### src/rtl/ctit_pkg.sv
// Shared types and codes for the connection table with idle timeout.
// No dependencies; every other file in rtl/ except ctit_ram imports this package.
package ctit_pkg;

  typedef logic [2:0]  cmd_t;
  typedef logic [1:0]  status_t;
  typedef logic [31:0] addr_t;
  typedef logic [15:0] port_t;
  typedef logic [15:0] pid_t;
  typedef logic [31:0] tick_t;

  localparam cmd_t CMD_PACKET    = 3'd0;
  localparam cmd_t CMD_TICK      = 3'd1;
  localparam cmd_t CMD_SWEEP     = 3'd2;
  localparam cmd_t CMD_EP_FOR_ID = 3'd3;
  localparam cmd_t CMD_ID_FOR_EP = 3'd4;
  localparam cmd_t CMD_LIST      = 3'd5;

  localparam status_t ST_OK        = 2'd0;
  localparam status_t ST_NOT_FOUND = 2'd1;
  localparam status_t ST_FULL      = 2'd2;
  localparam status_t ST_EMPTY     = 2'd3;

  localparam tick_t TIMEOUT_RST = 32'd5000;

  // One table entry as stored in the entry RAM.
  typedef struct packed {
    addr_t addr;
    port_t port;
    pid_t  pid;
    tick_t seen;
  } ent_t;

  localparam int ENT_W = $bits(ent_t);

  // Per-entry result of the shared compare unit.
  typedef struct packed {
    logic ep_hit;
    logic id_hit;
    logic expired;
  } cmp_flags_t;

endpackage

### src/rtl/ctit_ram.sv
// Generic single-port-write, single-port-read RAM with registered read data.
// No dependencies.
module ctit_ram #(
  parameter int W     = 8,
  parameter int DEPTH = 16
) (
  input  logic                     clk,
  input  logic                     we,
  input  logic [$clog2(DEPTH)-1:0] waddr,
  input  logic [W-1:0]             wdata,
  input  logic [$clog2(DEPTH)-1:0] raddr,
  output logic [W-1:0]             rdata
);

  logic [W-1:0] mem [DEPTH];

  always_ff @(posedge clk) begin
    if (we) begin
      mem[waddr] <= wdata;
    end
    rdata <= mem[raddr];
  end

endmodule

### src/rtl/ctit_cmp.sv
// Shared compare unit: endpoint match, player id match and idle-age test.
// Depends on ctit_pkg.
module ctit_cmp (
  input  ctit_pkg::ent_t       ent,
  input  ctit_pkg::addr_t      key_addr,
  input  ctit_pkg::port_t      key_port,
  input  ctit_pkg::pid_t       key_pid,
  input  ctit_pkg::tick_t      now,
  input  ctit_pkg::tick_t      timeout,
  output ctit_pkg::cmp_flags_t flags
);
  import ctit_pkg::*;

  tick_t idle;

  // Age wraps with the time counter, so a plain modular subtract is right.
  assign idle          = now - ent.seen;
  assign flags.ep_hit  = (ent.addr == key_addr) && (ent.port == key_port);
  assign flags.id_hit  = (ent.pid == key_pid);
  assign flags.expired = (idle >= timeout);

endmodule

### src/rtl/connection_table_idle_timeout.sv
// Connection table with idle timeout: TABLE_DEPTH endpoints (IPv4 address and
// UDP port), each tagged with a 16-bit player id and a last-seen tick. Packet,
// sweep and lookup requests run a scan: the sequencer walks the entry RAM one
// entry per cycle through a single shared compare unit and then gives a single
// result. Tick and undefined codes go straight to the result. A list walks the
// RAM without the compare unit: it skips invalid entries and, for each valid
// entry, issues one RAM read and then emits the entry when the output register
// is free; a list of an empty table returns a single empty status.
// The block takes one request at a time: in_ready is high only while the
// sequencer idles, but a finished result sits in its own output register, so
// a new request is accepted while that result still waits for out_ready.
// Valid bits live in flip-flops and are cleared by reset; the entry RAM has no
// clearing pass. The timeout register sits at byte address 0 of the APB port.
module connection_table_idle_timeout #(
  parameter int TABLE_DEPTH = 16
) (
  input  logic              clk,
  input  logic              rst_n,
  // configuration
  input  logic              psel,
  input  logic              penable,
  input  logic              pwrite,
  input  logic [1:0]        paddr,
  input  logic [31:0]       pwdata,
  output logic [31:0]       prdata,
  output logic              pready,
  // request channel
  input  logic              in_valid,
  output logic              in_ready,
  input  ctit_pkg::cmd_t    in_command,
  input  ctit_pkg::addr_t   in_address,
  input  ctit_pkg::port_t   in_port,
  input  ctit_pkg::pid_t    in_player_id_in,
  // result channel
  output logic              out_valid,
  input  logic              out_ready,
  output ctit_pkg::status_t out_status,
  output logic              out_is_new,
  output ctit_pkg::pid_t    out_player_id,
  output ctit_pkg::addr_t   out_address_out,
  output ctit_pkg::port_t   out_port_out,
  output logic [4:0]        out_removed_count,
  output logic              out_last
);
  import ctit_pkg::*;

  localparam int IW = $clog2(TABLE_DEPTH);
  localparam int CW = $clog2(TABLE_DEPTH + 1);
  localparam logic [IW-1:0] LAST_IDX = IW'(TABLE_DEPTH - 1);

  // Sequencer states.
  localparam logic [2:0] S_IDLE    = 3'd0;
  localparam logic [2:0] S_SCAN    = 3'd1;
  localparam logic [2:0] S_DONE    = 3'd2;
  localparam logic [2:0] S_LIST_RD = 3'd3;
  localparam logic [2:0] S_LIST_WT = 3'd4;

  logic [2:0]             state_r, state_nxt;
  cmd_t                   cmd_r, cmd_nxt;
  addr_t                  key_addr_r, key_addr_nxt;
  port_t                  key_port_r, key_port_nxt;
  pid_t                   key_pid_r, key_pid_nxt;
  logic [IW-1:0]          idx_r, idx_nxt;
  logic                   issue_done_r, issue_done_nxt;
  logic                   cmp_vld_r, cmp_vld_nxt;
  logic [IW-1:0]          cmp_idx_r, cmp_idx_nxt;
  logic                   found_r, found_nxt;
  logic [IW-1:0]          hit_idx_r, hit_idx_nxt;
  pid_t                   hit_pid_r, hit_pid_nxt;
  addr_t                  hit_addr_r, hit_addr_nxt;
  port_t                  hit_port_r, hit_port_nxt;
  logic                   free_found_r, free_found_nxt;
  logic [IW-1:0]          free_idx_r, free_idx_nxt;
  logic [CW-1:0]          rm_cnt_r, rm_cnt_nxt;
  logic [CW-1:0]          emit_cnt_r, emit_cnt_nxt;
  logic [CW-1:0]          vld_cnt_r, vld_cnt_nxt;
  logic [TABLE_DEPTH-1:0] valid_r, valid_nxt;
  tick_t                  now_r, now_nxt;
  pid_t                   next_pid_r, next_pid_nxt;
  tick_t                  timeout_r, timeout_nxt;

  logic                   out_valid_r, out_valid_nxt;
  status_t                out_status_r;
  logic                   out_is_new_r;
  pid_t                   out_pid_r;
  addr_t                  out_addr_r;
  port_t                  out_port_r;
  logic [4:0]             out_removed_r;
  logic                   out_last_r;

  // Result being loaded into the output register this cycle.
  logic                   load_out;
  status_t                res_status;
  logic                   res_is_new;
  pid_t                   res_pid;
  addr_t                  res_addr;
  port_t                  res_port;
  logic [4:0]             res_removed;
  logic                   res_last;

  logic                   slot_free;
  logic                   cmp_v;
  logic [CW-1:0]          emit_inc;
  logic [CW+4:0]          rm_wide;

  logic                   ram_we;
  logic [IW-1:0]          ram_waddr;
  ent_t                   ram_wdata;
  logic [ENT_W-1:0]       ram_rdata;
  ent_t                   rd_ent;
  cmp_flags_t             flags;

  // ---------------------------------------------------------------------------
  // Entry storage and the shared compare unit
  // ---------------------------------------------------------------------------
  ctit_ram #(
    .W     (ENT_W),
    .DEPTH (TABLE_DEPTH)
  ) u_ram (
    .clk   (clk),
    .we    (ram_we),
    .waddr (ram_waddr),
    .wdata (ram_wdata),
    .raddr (idx_r),
    .rdata (ram_rdata)
  );

  assign rd_ent = ent_t'(ram_rdata);

  ctit_cmp u_cmp (
    .ent      (rd_ent),
    .key_addr (key_addr_r),
    .key_port (key_port_r),
    .key_pid  (key_pid_r),
    .now      (now_r),
    .timeout  (timeout_r),
    .flags    (flags)
  );

  // ---------------------------------------------------------------------------
  // Handshake and configuration
  // ---------------------------------------------------------------------------
  assign in_ready  = (state_r == S_IDLE);
  assign slot_free = !out_valid_r || out_ready;
  assign pready    = 1'b1;
  assign prdata    = (paddr == 2'd0) ? timeout_r : 32'd0;

  // The RAM read at cmp_idx_r lands in the cycle after issue; its valid bit is
  // read from the flops at compare time.
  assign cmp_v    = valid_r[cmp_idx_r];
  assign emit_inc = emit_cnt_r + CW'(1);
  assign rm_wide  = {5'd0, rm_cnt_r};

  always_comb begin
    state_nxt      = state_r;
    cmd_nxt        = cmd_r;
    key_addr_nxt   = key_addr_r;
    key_port_nxt   = key_port_r;
    key_pid_nxt    = key_pid_r;
    idx_nxt        = idx_r;
    issue_done_nxt = issue_done_r;
    cmp_vld_nxt    = 1'b0;
    cmp_idx_nxt    = cmp_idx_r;
    found_nxt      = found_r;
    hit_idx_nxt    = hit_idx_r;
    hit_pid_nxt    = hit_pid_r;
    hit_addr_nxt   = hit_addr_r;
    hit_port_nxt   = hit_port_r;
    free_found_nxt = free_found_r;
    free_idx_nxt   = free_idx_r;
    rm_cnt_nxt     = rm_cnt_r;
    emit_cnt_nxt   = emit_cnt_r;
    vld_cnt_nxt    = vld_cnt_r;
    valid_nxt      = valid_r;
    now_nxt        = now_r;
    next_pid_nxt   = next_pid_r;
    timeout_nxt    = timeout_r;

    ram_we      = 1'b0;
    ram_waddr   = hit_idx_r;
    ram_wdata   = '{addr: key_addr_r, port: key_port_r, pid: hit_pid_r, seen: now_r};

    load_out    = 1'b0;
    res_status  = ST_OK;
    res_is_new  = 1'b0;
    res_pid     = '0;
    res_addr    = '0;
    res_port    = '0;
    res_removed = '0;
    res_last    = 1'b1;

    // Timeout write: the user writes only while idle; the block does not check.
    if (psel && penable && pwrite && pready && (paddr == 2'd0)) begin
      timeout_nxt = pwdata;
    end

    unique case (state_r)
      S_IDLE: begin
        if (in_valid) begin
          cmd_nxt        = in_command;
          key_addr_nxt   = in_address;
          key_port_nxt   = in_port;
          key_pid_nxt    = in_player_id_in;
          idx_nxt        = '0;
          issue_done_nxt = 1'b0;
          found_nxt      = 1'b0;
          free_found_nxt = 1'b0;
          rm_cnt_nxt     = '0;
          emit_cnt_nxt   = '0;
          unique case (in_command)
            CMD_PACKET, CMD_SWEEP, CMD_EP_FOR_ID, CMD_ID_FOR_EP: begin
              state_nxt = S_SCAN;
            end
            CMD_LIST: begin
              state_nxt = (vld_cnt_r == '0) ? S_DONE : S_LIST_RD;
            end
            default: begin
              state_nxt = S_DONE;
            end
          endcase
        end
      end

      S_SCAN: begin
        // Issue stage: advance the read address until the last entry is out.
        if (!issue_done_r) begin
          cmp_vld_nxt = 1'b1;
          cmp_idx_nxt = idx_r;
          if (idx_r == LAST_IDX) begin
            issue_done_nxt = 1'b1;
          end else begin
            idx_nxt = idx_r + IW'(1);
          end
        end
        // Compare stage: keep lowest hit and free slot; a sweep clears expired.
        if (cmp_vld_r) begin
          if (!cmp_v && !free_found_r) begin
            free_found_nxt = 1'b1;
            free_idx_nxt   = cmp_idx_r;
          end
          unique case (cmd_r)
            CMD_PACKET, CMD_ID_FOR_EP: begin
              if (cmp_v && flags.ep_hit && !found_r) begin
                found_nxt   = 1'b1;
                hit_idx_nxt = cmp_idx_r;
                hit_pid_nxt = rd_ent.pid;
              end
            end
            CMD_EP_FOR_ID: begin
              if (cmp_v && flags.id_hit && !found_r) begin
                found_nxt    = 1'b1;
                hit_addr_nxt = rd_ent.addr;
                hit_port_nxt = rd_ent.port;
              end
            end
            CMD_SWEEP: begin
              if (cmp_v && flags.expired) begin
                valid_nxt[cmp_idx_r] = 1'b0;
                rm_cnt_nxt           = rm_cnt_r + CW'(1);
              end
            end
            default: begin
            end
          endcase
          if (cmp_idx_r == LAST_IDX) begin
            state_nxt = S_DONE;
          end
        end
      end

      S_DONE: begin
        // Commit side effects together with the single result.
        if (slot_free) begin
          load_out  = 1'b1;
          state_nxt = S_IDLE;
          unique case (cmd_r)
            CMD_PACKET: begin
              if (found_r) begin
                ram_we    = 1'b1;
                res_pid   = hit_pid_r;
                res_addr  = key_addr_r;
                res_port  = key_port_r;
              end else if (free_found_r) begin
                ram_we               = 1'b1;
                ram_waddr            = free_idx_r;
                ram_wdata.pid        = next_pid_r;
                valid_nxt[free_idx_r] = 1'b1;
                next_pid_nxt         = next_pid_r + 16'd1;
                vld_cnt_nxt          = vld_cnt_r + CW'(1);
                res_is_new           = 1'b1;
                res_pid              = next_pid_r;
                res_addr             = key_addr_r;
                res_port             = key_port_r;
              end else begin
                res_status = ST_FULL;
              end
            end
            CMD_TICK: begin
              now_nxt = now_r + 32'd1;
            end
            CMD_SWEEP: begin
              vld_cnt_nxt = vld_cnt_r - rm_cnt_r;
              res_removed = rm_wide[4:0];
            end
            CMD_EP_FOR_ID: begin
              if (found_r) begin
                res_pid  = key_pid_r;
                res_addr = hit_addr_r;
                res_port = hit_port_r;
              end else begin
                res_status = ST_NOT_FOUND;
              end
            end
            CMD_ID_FOR_EP: begin
              if (found_r) begin
                res_pid  = hit_pid_r;
                res_addr = key_addr_r;
                res_port = key_port_r;
              end else begin
                res_status = ST_NOT_FOUND;
              end
            end
            CMD_LIST: begin
              res_status = ST_EMPTY;
            end
            default: begin
            end
          endcase
        end
      end

      S_LIST_RD: begin
        // Skip invalid entries; the read of a valid one is issued here.
        if (valid_r[idx_r]) begin
          state_nxt = S_LIST_WT;
        end else if (idx_r != LAST_IDX) begin
          idx_nxt = idx_r + IW'(1);
        end else begin
          state_nxt = S_IDLE;
        end
      end

      S_LIST_WT: begin
        if (slot_free) begin
          load_out = 1'b1;
          res_pid  = rd_ent.pid;
          res_addr = rd_ent.addr;
          res_port = rd_ent.port;
          res_last = (emit_inc == vld_cnt_r);
          if (res_last || (idx_r == LAST_IDX)) begin
            state_nxt = S_IDLE;
          end else begin
            emit_cnt_nxt = emit_inc;
            idx_nxt      = idx_r + IW'(1);
            state_nxt    = S_LIST_RD;
          end
        end
      end

      default: begin
        state_nxt = S_IDLE;
      end
    endcase

    // Output register: load a new result, else drop the taken one.
    if (load_out) begin
      out_valid_nxt = 1'b1;
    end else if (out_ready) begin
      out_valid_nxt = 1'b0;
    end else begin
      out_valid_nxt = out_valid_r;
    end
  end

  // ---------------------------------------------------------------------------
  // Registers
  // ---------------------------------------------------------------------------
  always_ff @(posedge clk) begin
    if (!rst_n) begin
      state_r     <= S_IDLE;
      valid_r     <= '0;
      vld_cnt_r   <= '0;
      now_r       <= '0;
      next_pid_r  <= '0;
      timeout_r   <= TIMEOUT_RST;
      out_valid_r <= 1'b0;
      cmp_vld_r   <= 1'b0;
    end else begin
      state_r     <= state_nxt;
      valid_r     <= valid_nxt;
      vld_cnt_r   <= vld_cnt_nxt;
      now_r       <= now_nxt;
      next_pid_r  <= next_pid_nxt;
      timeout_r   <= timeout_nxt;
      out_valid_r <= out_valid_nxt;
      cmp_vld_r   <= cmp_vld_nxt;
    end
  end

  // Request and scan payload: no reset needed.
  always_ff @(posedge clk) begin
    cmd_r        <= cmd_nxt;
    key_addr_r   <= key_addr_nxt;
    key_port_r   <= key_port_nxt;
    key_pid_r    <= key_pid_nxt;
    idx_r        <= idx_nxt;
    issue_done_r <= issue_done_nxt;
    cmp_idx_r    <= cmp_idx_nxt;
    found_r      <= found_nxt;
    hit_idx_r    <= hit_idx_nxt;
    hit_pid_r    <= hit_pid_nxt;
    hit_addr_r   <= hit_addr_nxt;
    hit_port_r   <= hit_port_nxt;
    free_found_r <= free_found_nxt;
    free_idx_r   <= free_idx_nxt;
    rm_cnt_r     <= rm_cnt_nxt;
    emit_cnt_r   <= emit_cnt_nxt;
    if (load_out) begin
      out_status_r  <= res_status;
      out_is_new_r  <= res_is_new;
      out_pid_r     <= res_pid;
      out_addr_r    <= res_addr;
      out_port_r    <= res_port;
      out_removed_r <= res_removed;
      out_last_r    <= res_last;
    end
  end

  assign out_valid         = out_valid_r;
  assign out_status        = out_status_r;
  assign out_is_new        = out_is_new_r;
  assign out_player_id     = out_pid_r;
  assign out_address_out   = out_addr_r;
  assign out_port_out      = out_port_r;
  assign out_removed_count = out_removed_r;
  assign out_last          = out_last_r;

endmodule

### config.mk
export PLATFORM = sky130hd
export DESIGN_NAME = connection_table_idle_timeout
export DESIGN_NICKNAME = d
export VERILOG_FILES = /design/src/rtl/ctit_pkg.sv /design/src/rtl/ctit_ram.sv /design/src/rtl/ctit_cmp.sv /design/src/rtl/connection_table_idle_timeout.sv
export SDC_FILE = /design/constraint.sdc
export NUM_CORES = 2
export LEC_CHECK = 0
export BUFFER_PORTS_ARGS = -buffer_cell sky130_fd_sc_hd__buf_2
export CAP_MARGIN = 40
export CORE_ASPECT_RATIO = 1.2
export CORE_MARGIN = 5
export CORE_UTILIZATION = 45
export CTS_BUF_LIST = sky130_fd_sc_hd__clkbuf_8
export CTS_CLUSTER_DIAMETER = 100
export DETAILED_ROUTE_END_ITERATION = 12
export GPL_TIMING_DRIVEN = 0
export PLACE_DENSITY_LB_ADDON = 0.25
export SLEW_MARGIN = 20
export SYNTH_ARGS = -nofsm -noshare
export SYNTH_HDL_FRONTEND = slang
export SYNTH_HIERARCHICAL = 1
export SYNTH_SLANG_ARGS = --single-unit
### constraint.sdc
create_clock -name clk -period 14.8 [get_ports clk]
set_clock_uncertainty 0.15 [all_clocks]
set_input_delay 3.7 -clock clk [delete_from_list [all_inputs] [get_ports clk]]
set_output_delay 3.7 -clock clk [all_outputs]
set_load 0.03 [all_outputs]
== After elaboration in Yosys (flattened, before gate mapping) ==
Memories as Yosys holds them, arrays and structs flattened. A register that Yosys moved wholly into a read port is not among the register bits.
Cells that the tools add are included.

* Div/mod/pow operators: 0
* Magnitude comparators: 6
* Mux-type cells: 109
* Equal/unequal tests: 42
* Reductions and logical operators: 54
* Shift operators: 0
* Multiply operators: 0
* Add/sub/neg operators: 8
* Bitwise logic cells: 8

{| class="wikitable"
|+ Operators with widths
! cell !! number
|-
| $mux 16 || 24
|-
| $mux 32 || 7
|-
| $pmux 16 s2 || 3
|-
| $pmux 16 s3 || 2
|-
| $pmux 32 s3 || 1
|-
| $pmux 32 s2 || 1
|-
| $mux 4 || 12
|-
| $mux 5 || 8
|-
| $ne 2x2->1 const B || 17
|-
| $add 32x1->32 const B || 1
|-
| $eq 16x16->1 || 2
|-
| $eq 32x32->1 || 1
|-
| $ge 32x32->1 || 1
|-
| $sub 32x32->32 || 1
|-
| $pmux 5 s2 || 3
|-
| $mux 1 || 26
|-
| $mux 3 || 7
|-
| $eq 3x2->1 const B || 6
|-
| $add 16x1->16 const B || 1
|-
| $and 16x16->16 || 1
|-
| $not 16->16 || 1
|-
| $or 16x16->16 || 1
|-
| $pmux 4 s4 || 1
|-
| $reduce_and 4->1 || 4
|-
| other kinds (36) || 95
|}

* Memory bits (read-only): 0
* Output and inout bits: 108
* Bits in latches: 0
* Logic and storage cells: 259
* RAM bits: 1536
* Register bits after elaboration: 339
* Memories kept: 1
* Input port bits: 108

{| class="wikitable"
|+ Memory list
! name !! depth !! bits a word !! rd ports !! clocked after memory_dff !! wr ports !! line !! RTL
|-
| u_ram.mem || 16 || 96 || 1 || 1 || 1 || ctit_ram.sv:15 || <nowiki>logic [W-1:0] mem [DEPTH];</nowiki>
|}

== Longest topological paths before layout ==
* Word-level depth: 10
* Depth in mapped cells: 22

== Hierarchy ==
The synthesis kept the hierarchy.

{| class="wikitable"
|+ Modules (own cells, without submodules)
! module !! area an instance (µm²) !! times used !! cells each
|-
| ctit_ram || 59355.7 || 1 || 2460
|-
| connection_table_idle_timeout || 14432.6 || 1 || 1235
|-
| ctit_cmp || 3324.4 || 1 || 470
|}

== Worst setup path before layout ==
No wires, ideal clock.

* Path kind: in2reg
* Start point: input out_ready
* End point: memory u_ram/mem[0][0] (netlist name), enable pin
* Required time: 13982 ps
* Library setup time: 668 ps
* Cell stages on the path: 9
* Setup slack: 2213 ps
* Data arrival time: 11768 ps
* Buffers on the path: 2
* Cell sequence: nor2b_1 > buf_2 > nor2_1 > nand2_1 > clkbuf_1 > nand2_1 > o21ai_0 > or3b_2 > nor3_1

* Elaborated cells on any way between the ends: 7
* Classes of those cells: mux: 6; reduce/logical: 1

{| class="wikitable"
|+ RTL lines
! what !! line !! RTL
|-
| start: declaration || connection_table_idle_timeout.sv:36 || <nowiki>input logic out_ready,</nowiki>
|-
| $logic_or 1x1->1 || connection_table_idle_timeout.sv:144 || <nowiki>assign slot_free = !out_valid_r || out_ready;</nowiki>
|-
| $mux 4 || connection_table_idle_timeout.sv:273 || <nowiki>if (slot_free) begin</nowiki>
|-
| $mux 4 || connection_table_idle_timeout.sv:197 || <nowiki>unique case (state_r)</nowiki>
|-
| named net ram_waddr[2] || connection_table_idle_timeout.sv:107 || <nowiki>logic [IW-1:0] ram_waddr;</nowiki>
|-
| end: declaration || ctit_ram.sv:15 ||
|}

The timed path passes the listed nets, and every way through them passes these cells.

== Worst setup path after layout ==
* Start point: input paddr[1]
* End point: output prdata[1]

* Longest elaborated chain between the ends: 2

{| class="wikitable"
|+ Ends and longest elaborated chain
! what !! line !! RTL
|-
| start: declaration || connection_table_idle_timeout.sv:23 || <nowiki>input logic [1:0] paddr,</nowiki>
|-
| $logic_not 2->1 || connection_table_idle_timeout.sv:146 || <nowiki>assign prdata = (paddr == 2'd0) ? timeout_r : 32'd0;</nowiki>
|-
| $mux 32 || connection_table_idle_timeout.sv:146 ||
|-
| end: declaration || connection_table_idle_timeout.sv:25 || <nowiki>output logic [31:0] prdata,</nowiki>
|}

No other way between the ends.

==> results.cfg <==
[final_layout]
mostFrequentLayoutCells = edfxtp_1, mux4_2, clkbuf_8
nets = 5082
fillers = 13520
drive_gt1_frac = 0.2624
seq_area_mm2 = 0.05716
multi_input_comb_area_mm2 = 0.01868
design_area_mm2 = 0.09011
final_common_cell = edfxtp_1
area_delta_synth_final_pct = 16.85

[sta]
worstMarginPinSlew_ns = 0.9012
drv_slew = 0
period_share = 0.5896
final-hold-violation-count = 0
holdWs_ns = 0.3255
max_freq_mhz = 114.6
slew_headroom = 0.3992
period_minus_slack_ns = 8.726
setup_viol = 0
rsz0062_at_grt = no

[clock_network]
cts_buffers = 322
clkSlewWorstSetupHoldPaths_ns = 0.06
cts_resized = 0
cts.sinks = 1971
clock_latency_ns = 1.04
clockBufferDepth = 4
postCtsHoldBufs = 0
postCtsSetupBuffers = 0
cts_tree = built
clock-root-buffer = clkbuf_8
htree_num_levels = 5

[synth]
netlist.area_leader.share = 0.6889
ys_seq_area_frac = 0.7413
synth_cells = 4165
netlist_area_mm2 = 0.07711
ys_async_sr_fraction = 0
synthFlopType = edfxtp_1
synth.avg_cell_area_um2 = 18.51
yosysWarningCount = 6
synth-seq-cells = 1971
synthesis.nets = 4347
synth_cell_types = 79
synth_edf_count = 1769
synth_top_area_cell = edfxtp_1
synthTopCellsByArea = edfxtp_1, mux4_2, dfxtp_1, a22oi_1, nand2_1

[global_routing]
grt-ovfl-total = 0
grt_pass1_vias = 43690
grt_max_degree = 44
grt_pass1_wl_um = 298400
grt_use_total = 0.2254
antenna_found_initial = 7

[die]
die_y_um = 463.5
ioPinCount = 216
start_util = 0.4522
fp.dieW_um = 387.9
core_area_mm2 = 0.1705
row_count = 166
die-area_mm2 = 0.1798

[outcome]
status = complete, no violations

[setup_path]
crit_family = buffers and inverters
path_class = primary input to primary output
r2r_slack_ns = 8.25
cp_num_buf_inv = 3
start_kind = primary input
reg2reg_depth = 21
endpoint = prdata[1]
reg2reg_from = now_r[4]$_SDFFE_PN0P_
path_max_fanout = 10
worstReg2RegEnd = valid_r[8]$_SDFFE_PN0P_
cp_cell_sequence = buf_2 -> nor2_1 -> clkbuf_1 -> and2_1 -> buf_2
cp_slowest_cell = clkbuf_1
cp.required_ns = 10.95
arrival_ns = 4.88
cpMostUsedCell = buf_2
max_stage_delay_ns = 0.36
cp-startpoint = paddr[1]
cp.depth = 5
cp-end-kind = primary output

[power_and_ir_drop]
leakagePower_nw = 30.98
power_frac_clock = 0.344
netSwitchingPower_mw = 3.588
switching_share = 0.2732
pwr-share-comb = 0.157
pwr-share-seq = 0.499
vdd_drop_max_mv = 0.1114
p_total_mw = 13.13
pwr_density_cell_mw_per_mm2 = 145.7
cellInternalPower_mw = 9.545

[detailed_routing]
drc_errors = 0
drt-initial-drc-count = 4127
drtPass1Iterations = 9
via_count = 42800
wl_per_cell_um = 27.61
postRouteAntennaNets = 0
vias_per_cell = 5.771
totalWireLength_um = 204800

[place]
globalplace.congestion = 0.8655
postPlaceCellArea_mm2 = 0.08386
io_buffer_count = 214
hpwl_um = 141800

[worst_hold_path]
min_path_type = register to register

[run]
max-cap-violations = 0
==> power groups by stage <==
stage | combinational [mW] | clock, mW | sequential (mW)
3_5_place_dp | 2.07 | 0 | 6.66
3_3_place_gp | 2.00 | 0 | 6.66
2_1_floorplan | 1.27 | 0 | 6.61
5_1_grt | 2.18 | 4.91 | 6.57
6_report | 2.06 | 4.52 | 6.55
4_1_cts | 2.08 | 4.63 | 6.55
==> kinds of logic after synthesis <==
logic type      count (synthesis)  synth area share
other cells                     1        0.00004863
xor+xnor                      130           0.01496
mux                           412            0.1174
simple gates                  688           0.04379
buf+inv                       305           0.01848
flops                        1971            0.7413
compound gates                584           0.05182
fa+ha+maj                      74           0.01220
==> final cells by class <==
class | count | share of cell area
Clock buffer | 363 | 0.05545
Multi-Input combinational cell | 1889 | 0.2073
Buffer | 215 | 0.01211
Antenna cell | 4 | 0.0001111
Inverter | 90 | 0.003805
Clock inverter | 205 | 0.01209
Timing Repair Buffer | 411 | 0.04324
Sequential cell | 1971 | 0.6344
Tap cell | 2268 | 0.03149
==> cells in the mapped netlist (20+ instances only) <==
cell type / number
buf_1: 35
buf_4: 22
buf_2: 20
nor2_1: 97
ha_1: 72
nand3_1: 40
o31ai_1: 21
a21oi_1: 104
nor3_1: 33
xnor2_1: 55
a21o_1: 26
and2_1: 43
xor2_1: 74
edfxtp_1: 1769
inv_1: 88
nand4_1: 30
buf_6: 23
a22oi_1: 242
nand2_1: 298
dfxtp_1: 202
or4_1: 24
o21ai_0: 96
nor4_1: 23
mux4_2: 392
clkbuf_1: 115
==> per-layer routing <==
| layer | share of wire | vias up | global-route usage |
|---|---|---|---|
| met2 | 0.50 | 1850 | 0.3784 |
| li1 | - | 18360 | - |
| met5 | 0 | - | 0 |
| met3 | 0.071 | 340 | 0.03849 |
| met1 | 0.40 | 22250 | 0.3025 |
| met4 | 0.030 | 0 | 0.07204 |
==> registers in the layout, indices dropped and copies added (netlist names), 4 cells and up <==
register	count
cmp_idx_r	4
emit_cnt_r	5
free_idx_r	4
hit_addr_r	32
hit_idx_r	4
hit_pid_r	16
hit_port_r	16
idx_r	4
key_addr_r	32
key_pid_r	16
key_port_r	16
next_pid_r	16
now_r	32
out_address_out	32
out_player_id	16
out_port_out	16
out_removed_count	5
rm_cnt_r	5
timeout_r	32
u_ram/mem	1536
u_ram/rdata	96
valid_r	16
vld_cnt_r	5
==> worst min-delay path: cells and delay by family (launching register included) <==
kind	cells	cell delay (ns)
flip-flops	1	0.32
AND/OR/NAND/NOR	1	0.06
AO/OA/AOI/OAI	1	0.05
==> stage by stage <==
| step | TNS [ns] | cells | utilization | setup WS [ns] |
|---|---|---|---|---|
| finish | 0 | 7416 | 0.5284 | 6.074 |
| global route | 0 | 7414 | 0.5284 | 5.939 |
| CTS | 0 | 7399 | 0.5275 | 6.078 |
| detailed placement | 0 | 6831 | 0.4918 | 6.079 |
| global placement | -3961.87 | 6647 | 0.4751 | -7.676 |
| floorplan | 0 | 4165 | - | 2.213 |
==> how the worst min path moves through the flow <==
stage / start / to / slack [ns] / depth (start not counted)
final: timeout_r[14]$_SDFFE_PN0P_ / timeout_r[14]$_SDFFE_PN0P_ / 0.33 / 2
after CTS: cmp_idx_r[3]$_DFFE_PP_ / hit_idx_r[3]$_DFFE_PP_ / 0.33 / 0
after global routing: u_ram/rdata[35]$_DFF_P_ / hit_pid_r[3]$_DFFE_PP_ / 0.34 / 0
after detailed placement: cmp_idx_r[3]$_DFFE_PP_ / free_idx_r[3]$_DFFE_PP_ / 0.31 / 0
after floorplan: cmp_idx_r[3]$_DFFE_PP_ / free_idx_r[3]$_DFFE_PP_ / 0.29 / 0
after global placement: u_ram/rdata[34]$_DFF_P_ / hit_pid_r[2]$_DFFE_PP_ / 0.31 / 0
No activity file was read; power rests on OpenSTA's default activity.
